==> src/elpo_pkg.sv <==
// ----------------------------------------------------------------------------
// elpo_pkg: shared constants for the encoder line parser with odometry
// Register indexes, reset values, field widths and the fixed-point constants
// used by the odometry back end.
// ----------------------------------------------------------------------------
package elpo_pkg;

	// default width of a parsed encoder count
	localparam int COUNT_BITS_DEF = 32;
	// depth of the line record queue between parser and odometry unit
	localparam int FIFO_DEPTH_DEF = 4;

	// configuration port
	localparam int CFG_W     = 20;
	localparam int CFG_IDX_W = 3;
	localparam logic [CFG_IDX_W-1:0] CFG_CPR           = 3'd0;
	localparam logic [CFG_IDX_W-1:0] CFG_UPDATE_PERIOD = 3'd1;
	localparam logic [CFG_IDX_W-1:0] CFG_INV_L         = 3'd2;
	localparam logic [CFG_IDX_W-1:0] CFG_INV_R         = 3'd3;
	localparam logic [CFG_W-1:0] CPR_RESET    = 20'd4096;
	localparam logic [CFG_W-1:0] PERIOD_RESET = 20'd10000;

	// result widths
	localparam int POS_W = 48;
	localparam int VEL_W = 32;

	// 2*pi in Q32, and 2*pi in Q32 scaled by one million (us to s)
	localparam int K_W  = 35;
	localparam int KM_W = 55;
	localparam logic [K_W-1:0]  TWO_PI_Q32      = 35'h6487ED511;
	localparam logic [KM_W-1:0] TWO_PI_MEGA_Q32 = 55'(64'h6487ED511 * 64'd1000000);

	// divisors: counts per rev << 16 and counts per rev * period << 16
	localparam int D1_W = CFG_W + 16;
	localparam int D2_W = 2 * CFG_W + 16;

endpackage

==> src/encoder_line_parser_odometry.sv <==
// ----------------------------------------------------------------------------
// encoder_line_parser_odometry: serial encoder line parser with odometry
// Path: a result follows its newline transfer through the line queue, then
//   per wheel the shift-add multiply and the bit-serial divide, and then
//   the output register.
// Throughput: one byte per cycle unless in_stall; the odometry unit takes
//   one line record at a time, four records queue between the two.
// Reset: asynchronous, clears parser, odometry state and config to defaults.
// ----------------------------------------------------------------------------
module encoder_line_parser_odometry #(
	parameter int COUNT_BITS = elpo_pkg::COUNT_BITS_DEF,
	parameter int FIFO_DEPTH = elpo_pkg::FIFO_DEPTH_DEF
) (
	input  logic                                 clk,
	input  logic                                 arst_n,
	input  logic                                 in_valid,
	output logic                                 in_stall,
	input  logic [7:0]                           rx_byte,
	output logic                                 out_valid,
	input  logic                                 out_stall,
	output logic signed [elpo_pkg::POS_W-1:0]     left_position,
	output logic signed [elpo_pkg::POS_W-1:0]     right_position,
	output logic signed [elpo_pkg::VEL_W-1:0]     left_velocity,
	output logic signed [elpo_pkg::VEL_W-1:0]     right_velocity,
	input  logic                                 cfg_we,
	input  logic [elpo_pkg::CFG_IDX_W-1:0]        cfg_index,
	input  logic [elpo_pkg::CFG_W-1:0]            cfg_data
);
	import elpo_pkg::*;

	logic [CFG_W-1:0]      cpr_q, period_q;
	logic                  inv_l_q, inv_r_q;
	logic                  push_valid, push_stall, rec_valid, rec_stall;
	logic [2*COUNT_BITS-1:0] push_data, rec_data;

	// configuration registers
	always_ff @(posedge clk or negedge arst_n) begin
		if (!arst_n) begin
			cpr_q    <= CPR_RESET;
			period_q <= PERIOD_RESET;
			inv_l_q  <= 1'b0;
			inv_r_q  <= 1'b0;
		end else if (cfg_we) begin
			case (cfg_index)
				CFG_CPR:           cpr_q    <= cfg_data;
				CFG_UPDATE_PERIOD: period_q <= cfg_data;
				CFG_INV_L:         inv_l_q  <= cfg_data[0];
				CFG_INV_R:         inv_r_q  <= cfg_data[0];
				default: begin
				end
			endcase
		end
	end

	elpo_front #(.COUNT_BITS(COUNT_BITS)) u_front (
		.clk        (clk),
		.arst_n     (arst_n),
		.in_valid   (in_valid),
		.in_stall   (in_stall),
		.rx_byte    (rx_byte),
		.inv_left   (inv_l_q),
		.inv_right  (inv_r_q),
		.push_valid (push_valid),
		.push_stall (push_stall),
		.push_data  (push_data)
	);

	elpo_fifo #(.WIDTH(2 * COUNT_BITS), .DEPTH(FIFO_DEPTH)) u_fifo (
		.clk      (clk),
		.arst_n   (arst_n),
		.wr_valid (push_valid),
		.wr_stall (push_stall),
		.wr_data  (push_data),
		.rd_valid (rec_valid),
		.rd_stall (rec_stall),
		.rd_data  (rec_data)
	);

	elpo_back #(.COUNT_BITS(COUNT_BITS)) u_back (
		.clk              (clk),
		.arst_n           (arst_n),
		.rec_valid        (rec_valid),
		.rec_stall        (rec_stall),
		.rec_data         (rec_data),
		.cpr              (cpr_q),
		.update_period_us (period_q),
		.out_valid        (out_valid),
		.out_stall        (out_stall),
		.left_position    (left_position),
		.right_position   (right_position),
		.left_velocity    (left_velocity),
		.right_velocity   (right_velocity)
	);

endmodule

==> src/elpo_front.sv <==
// ----------------------------------------------------------------------------
// elpo_front: line parser
// Takes one byte per transfer, tracks the "C left right" grammar and pushes
// the (possibly inverted) left and right counts of every good line.
// ----------------------------------------------------------------------------
module elpo_front #(
	parameter int COUNT_BITS = elpo_pkg::COUNT_BITS_DEF
) (
	input  logic                    clk,
	input  logic                    arst_n,
	input  logic                    in_valid,
	output logic                    in_stall,
	input  logic [7:0]              rx_byte,
	input  logic                    inv_left,
	input  logic                    inv_right,
	output logic                    push_valid,
	input  logic                    push_stall,
	output logic [2*COUNT_BITS-1:0] push_data
);
	import elpo_pkg::*;

	localparam logic [2:0] PH_START  = 3'd0;
	localparam logic [2:0] PH_PRE_L  = 3'd1;
	localparam logic [2:0] PH_SIGN_L = 3'd2;
	localparam logic [2:0] PH_DIG_L  = 3'd3;
	localparam logic [2:0] PH_PRE_R  = 3'd4;
	localparam logic [2:0] PH_SIGN_R = 3'd5;
	localparam logic [2:0] PH_DIG_R  = 3'd6;
	localparam logic [2:0] PH_TAIL   = 3'd7;

	localparam logic [7:0] CH_C     = 8'h43;
	localparam logic [7:0] CH_NL    = 8'h0A;
	localparam logic [7:0] CH_PLUS  = 8'h2B;
	localparam logic [7:0] CH_MINUS = 8'h2D;
	localparam logic [7:0] CH_ZERO  = 8'h30;
	localparam logic [7:0] CH_NINE  = 8'h39;

	localparam int EXT_W = COUNT_BITS + 4;

	logic [2:0]            phase_q, phase_d;
	logic [COUNT_BITS-1:0] accum_q, accum_d;
	logic                  neg_q, neg_d;
	logic [COUNT_BITS-1:0] left_q, left_d;
	logic                  bad_q, bad_d;

	logic                  accept;
	logic                  is_dig, is_sp, is_sign;
	logic [3:0]            digit;
	logic [EXT_W-1:0]      acc_ext, limit;
	logic                  digit_ovf;
	logic [COUNT_BITS-1:0] value, left_out, right_out;

	assign in_stall = push_stall;
	assign accept   = in_valid && !in_stall;

	// byte classes
	assign is_dig  = (rx_byte >= CH_ZERO) && (rx_byte <= CH_NINE);
	assign is_sp   = (rx_byte == 8'h20) || (rx_byte == 8'h09) || (rx_byte == 8'h0B) ||
	                 (rx_byte == 8'h0C) || (rx_byte == 8'h0D);
	assign is_sign = (rx_byte == CH_PLUS) || (rx_byte == CH_MINUS);
	assign digit   = 4'(rx_byte - CH_ZERO);

	// accum*10 + digit against the signed range limit
	assign acc_ext   = ({4'b0, accum_q} << 3) + ({4'b0, accum_q} << 1) + EXT_W'(digit);
	assign limit     = {4'b0, neg_q, {(COUNT_BITS-1){!neg_q}}};
	assign digit_ovf = acc_ext > limit;

	assign value     = neg_q ? -accum_q : accum_q;
	assign left_out  = inv_left  ? -left_q : left_q;
	assign right_out = inv_right ? -value  : value;
	assign push_data = {left_out, right_out};

	// next parser state
	always_comb begin
		phase_d    = phase_q;
		accum_d    = accum_q;
		neg_d      = neg_q;
		left_d     = left_q;
		bad_d      = bad_q;
		push_valid = 1'b0;
		if (accept) begin
			if (rx_byte == CH_NL) begin
				push_valid = !bad_q && (phase_q == PH_DIG_R || phase_q == PH_TAIL);
				phase_d    = PH_START;
				accum_d    = '0;
				neg_d      = 1'b0;
				bad_d      = 1'b0;
			end else begin
				case (phase_q)
					PH_START: begin
						if (rx_byte == CH_C) begin
							phase_d = PH_PRE_L;
						end else begin
							bad_d   = 1'b1;
							phase_d = PH_TAIL;
						end
					end
					PH_PRE_L, PH_PRE_R, PH_DIG_L: begin
						if (phase_q == PH_DIG_L && is_dig) begin
							if (digit_ovf) begin
								bad_d   = 1'b1;
								phase_d = PH_TAIL;
							end else begin
								accum_d = acc_ext[COUNT_BITS-1:0];
							end
						end else begin
							// start of a count (after the left count ends, for the right one)
							if (phase_q == PH_DIG_L) begin
								left_d  = value;
								phase_d = PH_PRE_R;
							end
							accum_d = '0;
							neg_d   = 1'b0;
							if (is_sign) begin
								neg_d   = (rx_byte == CH_MINUS);
								phase_d = (phase_q == PH_PRE_L) ? PH_SIGN_L : PH_SIGN_R;
							end else if (is_dig) begin
								accum_d = COUNT_BITS'(digit);
								phase_d = (phase_q == PH_PRE_L) ? PH_DIG_L : PH_DIG_R;
							end else if (!is_sp) begin
								bad_d   = 1'b1;
								phase_d = PH_TAIL;
							end
						end
					end
					PH_SIGN_L, PH_SIGN_R: begin
						if (is_dig) begin
							accum_d = COUNT_BITS'(digit);
							phase_d = (phase_q == PH_SIGN_L) ? PH_DIG_L : PH_DIG_R;
						end else begin
							bad_d   = 1'b1;
							phase_d = PH_TAIL;
						end
					end
					PH_DIG_R: begin
						if (is_dig) begin
							if (digit_ovf) begin
								bad_d   = 1'b1;
								phase_d = PH_TAIL;
							end else begin
								accum_d = acc_ext[COUNT_BITS-1:0];
							end
						end else begin
							phase_d = PH_TAIL;
						end
					end
					default: begin
					end
				endcase
			end
		end
	end

	// parser registers
	always_ff @(posedge clk or negedge arst_n) begin
		if (!arst_n) begin
			phase_q <= PH_START;
			accum_q <= '0;
			neg_q   <= 1'b0;
			left_q  <= '0;
			bad_q   <= 1'b0;
		end else begin
			phase_q <= phase_d;
			accum_q <= accum_d;
			neg_q   <= neg_d;
			left_q  <= left_d;
			bad_q   <= bad_d;
		end
	end

endmodule

==> src/elpo_fifo.sv <==
// ----------------------------------------------------------------------------
// elpo_fifo: line record queue
// Small register queue that decouples the parser from the odometry unit.
// ----------------------------------------------------------------------------
module elpo_fifo #(
	parameter int WIDTH = 2 * elpo_pkg::COUNT_BITS_DEF,
	parameter int DEPTH = elpo_pkg::FIFO_DEPTH_DEF
) (
	input  logic             clk,
	input  logic             arst_n,
	input  logic             wr_valid,
	output logic             wr_stall,
	input  logic [WIDTH-1:0] wr_data,
	output logic             rd_valid,
	input  logic             rd_stall,
	output logic [WIDTH-1:0] rd_data
);
	import elpo_pkg::*;

	localparam int AW = (DEPTH > 1) ? $clog2(DEPTH) : 1;
	localparam int CW = $clog2(DEPTH + 1);

	logic [WIDTH-1:0] mem_q [DEPTH];
	logic [AW-1:0]    wptr_q, rptr_q;
	logic [CW-1:0]    count_q;
	logic             wr_en, rd_en;

	assign wr_stall = (count_q == CW'(DEPTH));
	assign rd_valid = (count_q != '0);
	assign rd_data  = mem_q[rptr_q];
	assign wr_en    = wr_valid && !wr_stall;
	assign rd_en    = rd_valid && !rd_stall;

	// storage
	always_ff @(posedge clk) begin
		if (wr_en) begin
			mem_q[wptr_q] <= wr_data;
		end
	end

	// pointers and fill count
	always_ff @(posedge clk or negedge arst_n) begin
		if (!arst_n) begin
			wptr_q  <= '0;
			rptr_q  <= '0;
			count_q <= '0;
		end else begin
			if (wr_en) begin
				wptr_q <= (wptr_q == AW'(DEPTH - 1)) ? '0 : wptr_q + 1'b1;
			end
			if (rd_en) begin
				rptr_q <= (rptr_q == AW'(DEPTH - 1)) ? '0 : rptr_q + 1'b1;
			end
			if (wr_en && !rd_en) begin
				count_q <= count_q + 1'b1;
			end else if (rd_en && !wr_en) begin
				count_q <= count_q - 1'b1;
			end
		end
	end

endmodule

==> src/elpo_back.sv <==
// ----------------------------------------------------------------------------
// elpo_back: odometry unit
// Turns each line record into wheel deltas, then per wheel a shift-add
// multiply and a bit-serial restoring divide give the angle step and the
// velocity; results leave through an output register.
// ----------------------------------------------------------------------------
module elpo_back #(
	parameter int COUNT_BITS = elpo_pkg::COUNT_BITS_DEF
) (
	input  logic                      clk,
	input  logic                      arst_n,
	input  logic                      rec_valid,
	output logic                      rec_stall,
	input  logic [2*COUNT_BITS-1:0]   rec_data,
	input  logic [elpo_pkg::CFG_W-1:0] cpr,
	input  logic [elpo_pkg::CFG_W-1:0] update_period_us,
	output logic                      out_valid,
	input  logic                      out_stall,
	output logic signed [elpo_pkg::POS_W-1:0] left_position,
	output logic signed [elpo_pkg::POS_W-1:0] right_position,
	output logic signed [elpo_pkg::VEL_W-1:0] left_velocity,
	output logic signed [elpo_pkg::VEL_W-1:0] right_velocity
);
	import elpo_pkg::*;

	localparam int W1    = COUNT_BITS + K_W;
	localparam int W2    = COUNT_BITS + KM_W;
	localparam int CNT_W = $clog2(W2 + 1);

	localparam logic [2:0] S_IDLE  = 3'd0;
	localparam logic [2:0] S_SETUP = 3'd1;
	localparam logic [2:0] S_MUL   = 3'd2;
	localparam logic [2:0] S_RND   = 3'd3;
	localparam logic [2:0] S_DIV   = 3'd4;
	localparam logic [2:0] S_UPD   = 3'd5;
	localparam logic [2:0] S_OUT   = 3'd6;

	localparam logic [VEL_W-1:0] VEL_POS_MAX = {1'b0, {(VEL_W-1){1'b1}}};
	localparam logic [VEL_W-1:0] VEL_NEG_MAX = {1'b1, {(VEL_W-1){1'b0}}};

	logic [2:0]            state_q;
	logic                  seen_q, sel_q;
	logic [COUNT_BITS-1:0] cur_l_q, cur_r_q, prev_l_q, prev_r_q;
	logic [POS_W-1:0]      ang_l_q, ang_r_q;
	logic [VEL_W-1:0]      vel_l_q, vel_r_q;
	logic [COUNT_BITS-1:0] mag_q;
	logic                  neg_q;
	logic [W1-1:0]         mc1_q, acc1_q;
	logic [W2-1:0]         mc2_q, acc2_q, num1_q, num2_q;
	logic [D1_W-1:0]       rem1_q;
	logic [D2_W-1:0]       rem2_q;
	logic [POS_W-1:0]      q1_q;
	logic [VEL_W-1:0]      q2_q;
	logic                  ovf_q;
	logic [CNT_W-1:0]      cnt_q;
	logic [2*CFG_W-1:0]    cp_q;
	logic                  oval_q;
	logic [POS_W-1:0]      opos_l_q, opos_r_q;
	logic [VEL_W-1:0]      ovel_l_q, ovel_r_q;

	logic                  rec_take;
	logic [CFG_W-1:0]      c_eff, p_eff;
	logic [D1_W-1:0]       d1;
	logic [D2_W-1:0]       d2;
	logic [COUNT_BITS-1:0] delta, mag;
	logic [D1_W:0]         r1s, r1n;
	logic [D2_W:0]         r2s, r2n;
	logic                  ge1, ge2;
	logic [POS_W-1:0]      ang_sel, ang_new;
	logic [VEL_W-1:0]      lim, vmag, vel_new;

	assign rec_stall = (state_q != S_IDLE);
	assign rec_take  = rec_valid && !rec_stall;

	// zero settings act as one
	assign c_eff = (cpr == '0)              ? CFG_W'(1) : cpr;
	assign p_eff = (update_period_us == '0) ? CFG_W'(1) : update_period_us;
	assign d1    = {c_eff, 16'b0};
	assign d2    = {cp_q, 16'b0};

	// delta of the selected wheel, split into sign and magnitude
	assign delta = sel_q ? (cur_r_q - prev_r_q) : (cur_l_q - prev_l_q);
	assign mag   = delta[COUNT_BITS-1] ? -delta : delta;

	// one restoring divide step for each quotient
	assign r1s = {rem1_q, num1_q[W2-1]};
	assign ge1 = r1s >= {1'b0, d1};
	assign r1n = ge1 ? (r1s - {1'b0, d1}) : r1s;
	assign r2s = {rem2_q, num2_q[W2-1]};
	assign ge2 = r2s >= {1'b0, d2};
	assign r2n = ge2 ? (r2s - {1'b0, d2}) : r2s;

	// angle update and velocity saturation
	assign ang_sel = sel_q ? ang_r_q : ang_l_q;
	assign ang_new = neg_q ? (ang_sel - q1_q) : (ang_sel + q1_q);
	assign lim     = neg_q ? VEL_NEG_MAX : VEL_POS_MAX;
	assign vmag    = (ovf_q || (q2_q > lim)) ? lim : q2_q;
	assign vel_new = neg_q ? -vmag : vmag;

	// counts per rev * period, held for the velocity divisor
	always_ff @(posedge clk) begin
		cp_q <= c_eff * p_eff;
	end

	// sequencer and datapath
	always_ff @(posedge clk or negedge arst_n) begin
		if (!arst_n) begin
			state_q  <= S_IDLE;
			seen_q   <= 1'b0;
			sel_q    <= 1'b0;
			prev_l_q <= '0;
			prev_r_q <= '0;
			ang_l_q  <= '0;
			ang_r_q  <= '0;
			oval_q   <= 1'b0;
		end else begin
			// output register: load on the output step, clear once taken
			if (state_q == S_OUT && (!oval_q || !out_stall)) begin
				oval_q <= 1'b1;
			end else if (oval_q && !out_stall) begin
				oval_q <= 1'b0;
			end
			case (state_q)
				S_IDLE: begin
					if (rec_take) begin
						cur_l_q <= rec_data[2*COUNT_BITS-1:COUNT_BITS];
						cur_r_q <= rec_data[COUNT_BITS-1:0];
						sel_q   <= 1'b0;
						if (!seen_q) begin
							// first line only latches the counts
							prev_l_q <= rec_data[2*COUNT_BITS-1:COUNT_BITS];
							prev_r_q <= rec_data[COUNT_BITS-1:0];
							seen_q   <= 1'b1;
						end else begin
							state_q <= S_SETUP;
						end
					end
				end
				S_SETUP: begin
					neg_q   <= delta[COUNT_BITS-1];
					mag_q   <= mag;
					mc1_q   <= W1'(TWO_PI_Q32);
					mc2_q   <= W2'(TWO_PI_MEGA_Q32);
					acc1_q  <= '0;
					acc2_q  <= '0;
					cnt_q   <= '0;
					state_q <= S_MUL;
				end
				S_MUL: begin
					if (mag_q[0]) begin
						acc1_q <= acc1_q + mc1_q;
						acc2_q <= acc2_q + mc2_q;
					end
					mag_q <= mag_q >> 1;
					mc1_q <= mc1_q << 1;
					mc2_q <= mc2_q << 1;
					cnt_q <= cnt_q + 1'b1;
					if (cnt_q == CNT_W'(COUNT_BITS - 1)) begin
						state_q <= S_RND;
					end
				end
				S_RND: begin
					// add half the divisor for rounding half away from zero
					num1_q  <= W2'(acc1_q) + W2'({c_eff, 15'b0});
					num2_q  <= acc2_q + W2'({cp_q, 15'b0});
					rem1_q  <= '0;
					rem2_q  <= '0;
					q1_q    <= '0;
					q2_q    <= '0;
					ovf_q   <= 1'b0;
					cnt_q   <= '0;
					state_q <= S_DIV;
				end
				S_DIV: begin
					rem1_q <= r1n[D1_W-1:0];
					rem2_q <= r2n[D2_W-1:0];
					q1_q   <= {q1_q[POS_W-2:0], ge1};
					q2_q   <= {q2_q[VEL_W-2:0], ge2};
					ovf_q  <= ovf_q | q2_q[VEL_W-1];
					num1_q <= num1_q << 1;
					num2_q <= num2_q << 1;
					cnt_q  <= cnt_q + 1'b1;
					if (cnt_q == CNT_W'(W2 - 1)) begin
						state_q <= S_UPD;
					end
				end
				S_UPD: begin
					if (sel_q) begin
						ang_r_q  <= ang_new;
						vel_r_q  <= vel_new;
						prev_r_q <= cur_r_q;
						state_q  <= S_OUT;
					end else begin
						ang_l_q  <= ang_new;
						vel_l_q  <= vel_new;
						prev_l_q <= cur_l_q;
						sel_q    <= 1'b1;
						state_q  <= S_SETUP;
					end
				end
				S_OUT: begin
					if (!oval_q || !out_stall) begin
						opos_l_q <= ang_l_q;
						opos_r_q <= ang_r_q;
						ovel_l_q <= vel_l_q;
						ovel_r_q <= vel_r_q;
						state_q  <= S_IDLE;
					end
				end
				default: begin
					state_q <= S_IDLE;
				end
			endcase
		end
	end

	assign out_valid      = oval_q;
	assign left_position  = opos_l_q;
	assign right_position = opos_r_q;
	assign left_velocity  = ovel_l_q;
	assign right_velocity = ovel_r_q;

endmodule

==> config.mk <==
export PLATFORM = sky130hd
export DESIGN_NAME = encoder_line_parser_odometry
export DESIGN_NICKNAME = d
export VERILOG_FILES = /design/src/elpo_pkg.sv /design/src/encoder_line_parser_odometry.sv /design/src/elpo_front.sv /design/src/elpo_fifo.sv /design/src/elpo_back.sv
export SDC_FILE = /design/constraint.sdc
export NUM_CORES = 2
export LEC_CHECK = 0
export ABC_AREA = 1
export BUFFER_PORTS_ARGS = -buffer_cell sky130_fd_sc_hd__buf_2
export CAP_MARGIN = 30
export CORE_ASPECT_RATIO = 1.4
export CORE_MARGIN = 5
export CORE_UTILIZATION = 49
export CTS_CLUSTER_SIZE = 8
export DETAILED_ROUTE_END_ITERATION = 16
export GPL_ROUTABILITY_DRIVEN = 0
export SLEW_MARGIN = 20
export SYNTH_ARGS = -nofsm -noshare
export SYNTH_HDL_FRONTEND = slang
export SYNTH_SLANG_ARGS = --single-unit
==> constraint.sdc <==
create_clock -name clk -period 56.2 [get_ports clk]
set_input_delay 8.43 -clock clk [delete_from_list [all_inputs] [get_ports clk]]
set_output_delay 8.43 -clock clk [all_outputs]
set_load 0.05 [all_outputs]
==> results <==
- Of the post-synthesis cell area, the dominant cell type holds 33.7%.
- The final setup violation count is 0.
- After layout, the worst path uses a little under a quarter of the clock period.
- The hold violation count in the final report is 0.
- Across the run, the number of max-cap violations was 0.
- The die is roughly 410 um wide.
- Once the floorplan was initialized, standard cells occupied ~50% of the core.
- The H-tree depth reported by CTS is 4.
- TritonCTS built the clock tree.
- Summing all non-filler instances in the final layout gives an area of roughly 120000 um^2.
- The routed layout has approximately 90k vias.
- For this run, the post-layout net count is ~15k.
- The DRC violation total after the first TritonRoute iteration is 6595.
- During placement, the flow inserted port buffers numbering ~200.
- The post-route clock skew is approximately 0.09 ns.
- After routing, the total negative slack on setup checks comes to 0 ns.
- The cell seen most often among critical-path stages is sky130_fd_sc_hd__nand2_1.
- Before antenna repair, the detailed router went through 7 iterations.
- The largest fanout on the critical path is 35.
- The average instance in the mapped netlist occupies between 8 and 9 um^2.
- Entering global routing, the biggest net connects 188 pins.
- The stage delay of the slowest cell on the critical path is between 0.5 and 0.6 ns.
- The number of clock buffers inserted by TritonCTS is 221.
- The number of max-slew violations in the final report came to 0.
- The leakage power summed over all cells is approximately 55 nW.
- The detailed-placement wirelength estimate is roughly 230000 um.
- Leaving out fill and tap cells, the most frequent cells in the layout are sky130_fd_sc_hd__nand2_1 (2911), sky130_fd_sc_hd__inv_1 (2250), sky130_fd_sc_hd__nor2_1 (1414).
- The flow ran to the end, and the final reports show no timing, DRC or antenna violations.
- Clock-pin slew was measured on the worst setup and hold paths at 0.05 ns.
- The number of nets with antenna violations after routing is 0.
- The number of remaining DRC errors is 0.
- In the routed layout, each cell is associated on average with a via count of approximately 5.5.
- The initial antenna violation count is 1.
- The startpoint identified for the worst register-to-register timing path is cpr_q[3]$_DFFE_PN0P_.
- The data arrival time of the worst path is ~14 ns.
- On the critical path, the stage with the largest delay is an instance of sky130_fd_sc_hd__fa_1.
- Row generation in the floorplan step produced a little over 200 rows.
- The core area is 221000 um^2.
- The buffer cell driving the clock tree root is sky130_fd_sc_hd__clkbuf_16.
- The total routing usage reported by global routing is roughly 26%.
- The floorplan step defined a die boundary enclosing 231000 um^2.
- The most common cell after layout, fill and taps aside is sky130_fd_sc_hd__nand2_1.
- The final global-route overflow total is 0.
- The worst setup path is captured at a flop.
- After synthesis the netlist holds a flip-flop and latch count of roughly 1.5k.
- The hold buffer count at cts is 0.
- The clock passes through at most 4 buffers.
- The number of different library cells in the post-synthesis netlist is just under 80.
- The critical path starts at rx_byte[3].
- In this run the vertical extent of the chip is ~570 um.
- Summing the sequential cell areas from Yosys gives around two fifths of the chip area.
- The area growth from synthesis to layout is 9.77%.
- The worst-case register-to-register setup slack is between 40 and 50 ns.
- The net count after synthesis is 14.4k.
- The worst flop-to-flop path endpoint is u_back.cp_q[32]$_DFF_P_.
- The startpoint type of the worst setup path is an input port.
- The actual transition at the worst max-transition pin is around 1.1 ns.
- Counting flops with a built-in enable in the synthesized netlist gives 1221.
- The worst-case IR drop observed on VDD is roughly 0.00010 V.
- The worst path in the final design needs a cycle of around 13 ns, including I/O delays and setup.
- Yosys printed 0 warnings.
- The fraction of synthesis flops using an asynchronous set or reset pin is 18.4%.
- The number of cells on the worst reg-to-reg path is 30.
- Setup repair after global routing left no endpoint under its margin.
- For this block, the routed nets add up to 308000 um of wire.
- The post-cts repair resize count is 0.
- Headroom to the max-slew limit came out at slightly below 30%.
- The count of clock tree sinks is roughly 1.5k.
- The worst min-delay path category is reg2reg.
- The classification of the worst setup path is in2reg.
- By area the synthesized netlist is led by sky130_fd_sc_hd__edfxtp_1 (34%), sky130_fd_sc_hd__nand2_1 (10%), sky130_fd_sc_hd__inv_1 (7.8%).
- The post-detailed-route wirelength per cell is roughly 19 um.
- At the worst endpoint, the required time is about 57 ns.
- The number of I/O pins is roughly 200.
- The standard cell area after detailed placement is around 110000 um^2.
- The cell area after synthesis is 109000 um^2.
- The instance count of the mapped netlist is around 13k.
- The share of post-route cells with drive strength above 1 is roughly 5.7%.
- Static timing analysis puts the maximum clock frequency at a little under 80 MHz.
- The later pin in the worst-skew pair is clocked with a latency of approximately 0.87 ns.
- The first global-routing pass estimated between 400000 and 500000 um of wire.
- The via count of the first global-routing pass is ~90k.
- The synthesized design spends more area on one cell type than any other, namely sky130_fd_sc_hd__edfxtp_1.
- After clock tree synthesis, the setup repair step added 0 buffers.
- The predominant post-synthesis flop cell is sky130_fd_sc_hd__edfxtp_1.
- Dividing total power by cell area gives a power density of between 60 and 70 nW/um^2.
- In this run the worst setup path terminates at u_front.accum_q[3]$_DFFE_PN0P_.
==> worst min-delay path by stage <==
stage                                  from                                  end  slack, ns  depth (start not counted)
2_1_floorplan   u_back.vel_l_q[0]$_DFFE_PP_    u_back.left_velocity[0]$_DFFE_PP_       0.40                          0
3_3_place_gp   u_back.vel_r_q[11]$_DFFE_PP_  u_back.right_velocity[11]$_DFFE_PP_       0.41                          0
3_5_place_dp   u_back.vel_l_q[13]$_DFFE_PP_   u_back.left_velocity[13]$_DFFE_PP_       0.40                          0
4_1_cts        u_back.vel_r_q[11]$_DFFE_PP_  u_back.right_velocity[11]$_DFFE_PP_       0.39                          0
5_1_grt        u_back.vel_r_q[11]$_DFFE_PP_  u_back.right_velocity[11]$_DFFE_PP_       0.41                          0
6_report       u_back.vel_r_q[11]$_DFFE_PP_  u_back.right_velocity[11]$_DFFE_PP_       0.39                          0
==> cells by family after synthesis <==
kind of cell	after synthesis	synth area share [%]
DFF	1545	41.0
muxes	5	0.0507
buffers and inverters	2649	9.29
adders and majority gates	997	13.8
AOI/OAI and AO/OA	2359	12.0
xor gates and xnor gates	382	3.09
and+or+nand+nor	5424	20.7
==> Yosys cell counts, drive strengths merged (22+ instances only) <==
cell and count:
clkbuf 318, xnor2 119, o21ai 914, o211ai 35, fa 332, xor2 263
o31ai 22, nand4 134, a21oi 850, or2 88, nand3b 30, a31oi 231
nor3 130, ha 665, a21boi 25, nor4 69, o21a 71, dfrtp 278
dfxtp 40, nand2 2935, nand3 540, o21bai 43, buf 53, a21o 42
inv 2273, edfxtp 1221, o22ai 68, nor2 1463
==> metrics by stage <==
stage / hold slack, ns / instances / setup slack, ns / power (mW) / utilization [%]
6_report: 0.390 / 16561 / 43.37 / 7.67 / 54.0
5_1_grt: 0.412 / 16560 / 42.98 / 8.35 / 54.0
4_1_cts: 0.389 / 16547 / 43.50 / 7.68 / 53.9
3_5_place_dp: 0.405 / 16148 / 42.58 / 6.39 / 51.0
3_3_place_gp: 0.408 / 16140 / 42.23 / 6.32 / 50.9
2_1_floorplan: 0.400 / 13361 / 30.13 / 5.15 / -
==> per-layer routing <==
layer	global-route usage (%)	share of wire (%)	vias to the layer above
met5	0	0	-
met4	11.9	5.2	0
met3	3.17	5.0	773
met2	46.0	49	2615
met1	31.5	40	43210
li1	-	-	44156
==> state kept, by name, summed over array words and instances (netlist names), 36 cells and up <==
| signal | count |
|---|---|
| u_back.num2_q | 81 |
| u_back.right_position | 48 |
| u_back.rem1_q | 36 |
| u_back.cp_q | 40 |
| u_back.num1_q | 87 |
| u_back.ang_l_q | 48 |
| u_back.left_position | 48 |
| u_back.acc2_q | 81 |
| u_back.ang_r_q | 48 |
| u_back.rem2_q | 56 |
| u_back.acc1_q | 67 |
| u_back.q1_q | 48 |
| u_fifo.mem_q | 256 |
| u_back.mc2_q | 81 |
| u_back.mc1_q | 67 |
==> power breakdown <==
group | internal (mW) | switching (mW)
Combinational | 1.50 | 3.07
Clock | 0.739 | 0.502
Sequential | 1.65 | 0.207
Total | 3.89 | 3.78
==> critical path, delay by kind of cell <==
kind	cells	cell delay, ns
buf+inv	4	0.66
fa+ha+maj	3	1.35
compound gates	2	0.58
xor+xnor	1	0.25
simple gates	19	2.34
==> layout make-up <==
| class | count | area, um^2 |
|---|---|---|
| Inverter | 2277 | 8560 |
| Fill cell | 20582 | 102000 |
| Tap cell | 2884 | 3610 |
| Antenna cell | 2 | 5.00 |
| Clock inverter | 10 | 165 |
| Sequential cell | 1545 | 44600 |
| Timing Repair Buffer | 287 | 2000 |
| Multi-Input combinational cell | 9167 | 54100 |
| Clock buffer | 389 | 6210 |
Power figures use the tool's default switching activity.
